[src/rtl/spq_pkg.sv]
// ----------------------------------------------------------------------------
// spq_pkg
// Shared types, codes and defaults for the stable priority queue.
// ----------------------------------------------------------------------------
package spq_pkg;

    // default number of cells in the queue
    localparam int unsigned QueueDepthDefault = 16;

    localparam int unsigned LevelW = 2;
    localparam int unsigned TagW   = 16;

    // operation codes on the mode field
    localparam logic OP_PUSH = 1'b0;
    localparam logic OP_POP  = 1'b1;

    // result status codes
    localparam logic [1:0] ST_PUSHED = 2'd0;
    localparam logic [1:0] ST_POPPED = 2'd1;
    localparam logic [1:0] ST_EMPTY  = 2'd2;
    localparam logic [1:0] ST_FULL   = 2'd3;

    // input item
    typedef struct packed {
        logic              mode;
        logic [TagW-1:0]   item_tag;
        logic [LevelW-1:0] priority_req;
    } spq_in_t;

    // result item
    typedef struct packed {
        logic [1:0]        status;
        logic [TagW-1:0]   out_tag;
        logic [LevelW-1:0] out_priority;
    } spq_out_t;

    // one stored entry
    typedef struct packed {
        logic [LevelW-1:0] level;
        logic [TagW-1:0]   tag;
    } spq_entry_t;

    // operation broadcast to every cell
    typedef struct packed {
        logic       push;
        logic       pop;
        spq_entry_t entry;
    } spq_ctrl_t;

endpackage

[src/rtl/spq_cell.sv]
// ----------------------------------------------------------------------------
// spq_cell
// One position of the sorted queue. On a push it keeps its entry, takes the
// new one or takes its left neighbour's; on a pop it takes its right
// neighbour's.
// ----------------------------------------------------------------------------
module spq_cell (
    input  logic               aclk,
    input  spq_pkg::spq_ctrl_t ctrl_i,
    input  logic               occupied_i,
    input  logic               left_keep_i,
    input  spq_pkg::spq_entry_t left_i,
    input  spq_pkg::spq_entry_t right_i,
    output logic               keep_o,
    output spq_pkg::spq_entry_t entry_o
);

    spq_pkg::spq_entry_t entry_reg;
    spq_pkg::spq_entry_t entry_next;

    // entry stays put when it is served no later than the new one
    assign keep_o = occupied_i && (entry_reg.level <= ctrl_i.entry.level);

    // next entry from the neighbours or the new item
    always_comb begin
        entry_next = entry_reg;
        if (ctrl_i.push && !keep_o) begin
            if (left_keep_i) begin
                entry_next = ctrl_i.entry;
            end else begin
                entry_next = left_i;
            end
        end else if (ctrl_i.pop) begin
            entry_next = right_i;
        end
    end

    always_ff @(posedge aclk) begin
        entry_reg <= entry_next;
    end

    assign entry_o = entry_reg;

endmodule

[src/rtl/stable_priority_queue.sv]
// ----------------------------------------------------------------------------
// stable_priority_queue
// Bounded stable priority queue built as a row of cells sorted by level,
// head in cell 0. Pushes insert behind all entries of equal or better level.
// ----------------------------------------------------------------------------
//  channel   ports                      direction  payload
//  input     s_valid s_ready s_data     in         spq_in_t  (mode, tag, level)
//  result    m_valid m_ready m_data     out        spq_out_t (status, tag, level)
//
//  one item per cycle while results are taken: every cell compares and
//  shifts in the same cycle, and the result is registered on acceptance.
//  reset clears the entry count and the output valid; cell contents are
//  left as they are. a stalled result holds the input only while the output
//  register is still full and not being taken.
// ----------------------------------------------------------------------------
module stable_priority_queue #(
    parameter int unsigned QUEUE_DEPTH = spq_pkg::QueueDepthDefault
) (
    input  logic              aclk,
    input  logic              aresetn,
    input  logic              s_valid,
    output logic              s_ready,
    input  spq_pkg::spq_in_t  s_data,
    output logic              m_valid,
    input  logic              m_ready,
    output spq_pkg::spq_out_t m_data
);

    localparam int unsigned CntW = $clog2(QUEUE_DEPTH + 1);

    logic [CntW-1:0]     count_reg;
    logic [CntW-1:0]     count_next;
    logic                m_valid_reg;
    logic                m_valid_next;
    spq_pkg::spq_out_t   m_data_reg;
    spq_pkg::spq_out_t   m_data_next;

    logic                accept;
    logic                full;
    logic                empty;
    spq_pkg::spq_ctrl_t  ctrl;

    logic                keep   [QUEUE_DEPTH];
    spq_pkg::spq_entry_t entries[QUEUE_DEPTH];

    // handshake and queue state
    assign s_ready = !m_valid_reg || m_ready;
    assign accept  = s_valid && s_ready;
    assign full    = (count_reg == CntW'(QUEUE_DEPTH));
    assign empty   = (count_reg == '0);

    // operation broadcast to the cells
    always_comb begin
        ctrl.push         = accept && (s_data.mode == spq_pkg::OP_PUSH) && !full;
        ctrl.pop          = accept && (s_data.mode == spq_pkg::OP_POP) && !empty;
        ctrl.entry.level  = s_data.priority_req;
        ctrl.entry.tag    = s_data.item_tag;
    end

    // row of cells
    for (genvar i = 0; i < QUEUE_DEPTH; i++) begin : g_cell
        logic                occupied;
        logic                left_keep;
        spq_pkg::spq_entry_t left_entry;
        spq_pkg::spq_entry_t right_entry;

        assign occupied = (CntW'(i) < count_reg);

        if (i == 0) begin : g_head
            assign left_keep  = 1'b1;
            assign left_entry = ctrl.entry;
        end else begin : g_body
            assign left_keep  = keep[i-1];
            assign left_entry = entries[i-1];
        end

        if (i == QUEUE_DEPTH - 1) begin : g_tail
            assign right_entry = entries[i];
        end else begin : g_inner
            assign right_entry = entries[i+1];
        end

        spq_cell u_cell (
            .aclk        (aclk),
            .ctrl_i      (ctrl),
            .occupied_i  (occupied),
            .left_keep_i (left_keep),
            .left_i      (left_entry),
            .right_i     (right_entry),
            .keep_o      (keep[i]),
            .entry_o     (entries[i])
        );
    end

    // entry count and result
    always_comb begin
        count_next   = count_reg;
        m_valid_next = m_valid_reg;
        m_data_next  = m_data_reg;
        if (m_valid_reg && m_ready) begin
            m_valid_next = 1'b0;
        end
        if (accept) begin
            m_valid_next             = 1'b1;
            m_data_next.out_tag      = '0;
            m_data_next.out_priority = '0;
            if (s_data.mode == spq_pkg::OP_PUSH) begin
                if (full) begin
                    m_data_next.status = spq_pkg::ST_FULL;
                end else begin
                    m_data_next.status = spq_pkg::ST_PUSHED;
                    count_next         = count_reg + CntW'(1);
                end
            end else begin
                if (empty) begin
                    m_data_next.status = spq_pkg::ST_EMPTY;
                end else begin
                    m_data_next.status       = spq_pkg::ST_POPPED;
                    m_data_next.out_tag      = entries[0].tag;
                    m_data_next.out_priority = entries[0].level;
                    count_next               = count_reg - CntW'(1);
                end
            end
        end
    end

    always_ff @(posedge aclk) begin
        if (!aresetn) begin
            count_reg   <= '0;
            m_valid_reg <= 1'b0;
        end else begin
            count_reg   <= count_next;
            m_valid_reg <= m_valid_next;
        end
    end

    always_ff @(posedge aclk) begin
        m_data_reg <= m_data_next;
    end

    assign m_valid = m_valid_reg;
    assign m_data  = m_data_reg;

endmodule

[config.mk]
export PLATFORM = sky130hd
export DESIGN_NAME = stable_priority_queue
export DESIGN_NICKNAME = d
export VERILOG_FILES = /design/src/rtl/spq_pkg.sv /design/src/rtl/spq_cell.sv /design/src/rtl/stable_priority_queue.sv
export SDC_FILE = /design/constraint.sdc
export NUM_CORES = 1
export LEC_CHECK = 0
export BUFFER_PORTS_ARGS = -buffer_cell sky130_fd_sc_hd__buf_2
export CAP_MARGIN = 20
export CORE_ASPECT_RATIO = 1.25
export CORE_MARGIN = 8
export CORE_UTILIZATION = 65
export CTS_CLUSTER_SIZE = 16
export DETAILED_ROUTE_END_ITERATION = 10
export GPL_TIMING_DRIVEN = 0
export PLACE_DENSITY = 0.83
export SYNTH_ARGS = -nofsm -noshare
export SYNTH_HDL_FRONTEND = slang
export SYNTH_SLANG_ARGS = --single-unit
[constraint.sdc]
create_clock -name aclk -period 6.9 [get_ports aclk]
set_input_delay 0.345 -clock aclk [delete_from_list [all_inputs] [get_ports aclk]]
set_output_delay 0.345 -clock aclk [all_outputs]
set_load 0.05 [all_outputs]
==> impl_metrics.py <==
metrics = {
    "grt": {
        "grt_pass1_wl_um": 67100,
        "grt_overflow": 0,
        "grt_max_degree": 24,
        "grtUsageTotal": 0.289,
        "antenna_found_initial": 0,
        "first_global_vias": 11569,
    },
    "cells_and_area": {
        "fin_cells": 1902,
        "diodes": 0,
        "largest_reg_flops": 288,
        "fin_area_sq_um": 18000,
        "final_core_util": 0.718,
        "fin_nets": 1606,
        "syn2layout_area_growth_pct": 9.49,
        "drive_gt1_frac": 0.105,
    },
    "synth": {
        "ys_seq_area_frac": 0.571,
        "synthSimpleGateAreaFrac": 0.112,
        "synthArstFlopShare": 0,
        "postSynthCellCount": 1469,
        "synth_mux_area_frac": 0.156,
        "synth.distinct_cells": 35,
        "post-synth-top-count-cell": "edfxtp_1",
        "syn-num-nets": 1528,
        "synth_largest_area_cell": "edfxtp_1",
        "synth_area_leaders": "edfxtp_1 (56%), mux2i_1 (13%), a21oi_1 (6.9%)",
        "avgSynthCellArea_sq_um": 11.2,
        "synth_flop_cell": "edfxtp_1",
        "synth-xor-area-share": 0.00267,
        "synthesis.area_sq_um": 16400,
        "ys_ff_latch": 314,
        "synth_top_area_frac": 0.563,
        "synth_warnings": 0,
        "synth_top_family_by_area": "multiplexers",
        "synth_edf_count": 308,
        "synth_compound_area_frac": 0.101,
        "synth_top_cells_by_count": "edfxtp_1 (308), nor2_1 (258), a21oi_1 (225)",
        "synthAdderAreaFrac": 0.0274,
    },
    "die": {
        "core_sq_um": 25000,
        "start_util": 0.655,
        "top_level_ports": 45,
        "fp.dieArea_sq_um": 30600,
        "rows": 65,
        "die_y_um": 194,
        "dieWidth_um": 158,
    },
    "pwr": {
        "p_per_area_nw_per_um2": 308,
        "total_power_mw": 5.54,
        "peakVddDrop_mv": 0.197,
        "p_leak_nw": 7.75,
    },
    "hold_path": {
        "hold_class": "in2reg",
    },
    "placement": {
        "place_area_sq_um": 17100,
        "hpwl_um": 32200,
        "post-place-cells": 1849,
        "numPortBuffers": 44,
        "globalplace.congestion": 0.967,
        "place_ws_ns": 3.29,
    },
    "setup_path": {
        "worstPathMaxFanout": 18,
        "crit_slowest_cell": "nand2b_1",
        "worst-setup-path-type": "reg2reg",
        "crit_path_frequent_cell": "clkbuf_1",
        "path_cells": "clkbuf_1 -> inv_1 -> ha_1 -> a31oi_1 -> nand2_1 -> clkbuf_1 -> nand2b_1",
        "cp-start-kind": "flip-flop",
        "cp.arrival_ns": 3.77,
        "cp_slowest_stage_delay_ns": 0.77,
        "setup.worst_path.end_class": "flip-flop",
        "rrSetupSlack_ns": 3.32,
        "critPathRequiredTime_ns": 7.08,
    },
    "run_status": {
        "status": "complete, no violations",
    },
    "route": {
        "drt_iter0_drc": 1535,
        "dr_total_vias": 12209,
        "drc": 0,
        "vias_per_cell": 6.42,
        "postRouteAntennaNets": 0,
        "drt-total-wl_um": 45300,
        "drtPass1Iterations": 5,
        "wl_per_cell_um": 23.8,
    },
    "sta": {
        "timing.final.crit_share": 0.519,
        "hold_viol_final": 0,
        "fin_ws_ns": 3.32,
        "drv_slew": 0,
        "tns_ns": 0,
        "tightest_slew_ns": 1.28,
        "holdWs_ns": 0.0828,
        "rsz0062_at_grt": "no",
        "skew_ns": 0.0140,
        "period_needed_ns": 3.58,
        "fmax_ghz": 0.279,
        "max-slew-margin-rel": 0.145,
        "setup_violations": 0,
    },
    "cts": {
        "cts_resized": 0,
        "holdBufCountCts": 0,
        "htreeDepth": 1,
        "root_buffer": "clkbuf_16",
        "cts_buffers": 31,
        "clk_pin_slew_worst_paths_ns": 0.06,
        "cts_tree": "yes",
        "postCtsSetupBuffers": 0,
        "clk_latency_ns": 0.57,
        "cts_sinks": 314,
        "cts_buffer_depth": 3,
    },
    "run": {
        "maxCapViolCount": 0,
    },
}
## final cells by class
type | instances | area [sq um]
fill | 1781 | 7070
tap | 335 | 419
buffer | 93 | 418
inverter | 22 | 82.6
clock inverter | 13 | 82.6
multi-input combinational | 1040 | 6560
sequential | 314 | 9370
timing repair buffer | 45 | 235
clock buffer | 40 | 810
## worst paths after layout
check	start	endpoint	cells past startpoint
worst min-delay path	aresetn	count_reg[1]	2
worst max-delay path	count_reg[0]	g_cell[2].u_cell.entry_o[12]	7
worst min register to register	g_cell[0].u_cell.entry_o[14]	m_data[16]	1
worst max register to register	count_reg[0]	g_cell[2].u_cell.entry_o[12]	7
## logic make-up after synthesis
family	Yosys count
AOI/OAI and AO/OA	307
buffers and inverters	115
xor gates and xnor gates	5
and+or+nand+nor	440
muxes	252
DFF	314
adders and majority gates	36
## where the power goes
part | switching, mW | total (mW) | internal, mW
logic | 0.832 | 1.29 | 0.461
registers | 0.190 | 2.70 | 2.51
clock network | 0.700 | 1.55 | 0.853
## routing by layer
layer	GRT usage	vias to the layer above	routed length (um)
li1	-	5469	-
met1	0.372	5722	16600
met4	0.192	0	3380
met5	0	-	0
met2	0.440	863	20300
met3	0.0522	155	4980
## placed cells by master, fill, tap and decap left out, types with 3 or more instances in the layout
master | Yosys | routed
ha_1 | 36 | 36
nor2b_1 | 17 | 17
a21oi_2 | 9 | 10
buf_2 | 28 | 72
o21ai_0 | 29 | 27
clkinv_1 | 0 | 9
nand3_1 | 3 | 3
dfxtp_1 | 6 | 6
a31oi_1 | 37 | 37
inv_1 | 22 | 22
clkbuf_1 | 60 | 69
o21ai_2 | 1 | 3
xor2_1 | 3 | 3
a21oi_1 | 225 | 224
mux2i_1 | 217 | 217
mux2_1 | 9 | 9
nand2_1 | 108 | 108
and2_1 | 23 | 23
mux2_2 | 26 | 26
clkbuf_16 | 0 | 31
nor2_1 | 258 | 258
edfxtp_1 | 308 | 308
nand2_2 | 10 | 10
buf_6 | 4 | 4
nand2b_1 | 14 | 14
## critical path: cells and delay by family, from the launching register on
kind	cells	cell delay, ns
compound gates	1	0.48
fa+ha+maj	1	0.23
buf+inv	3	0.92
flops	1	0.36
simple gates	2	1.20
Note: power is estimated with default switching activity, not from simulation.
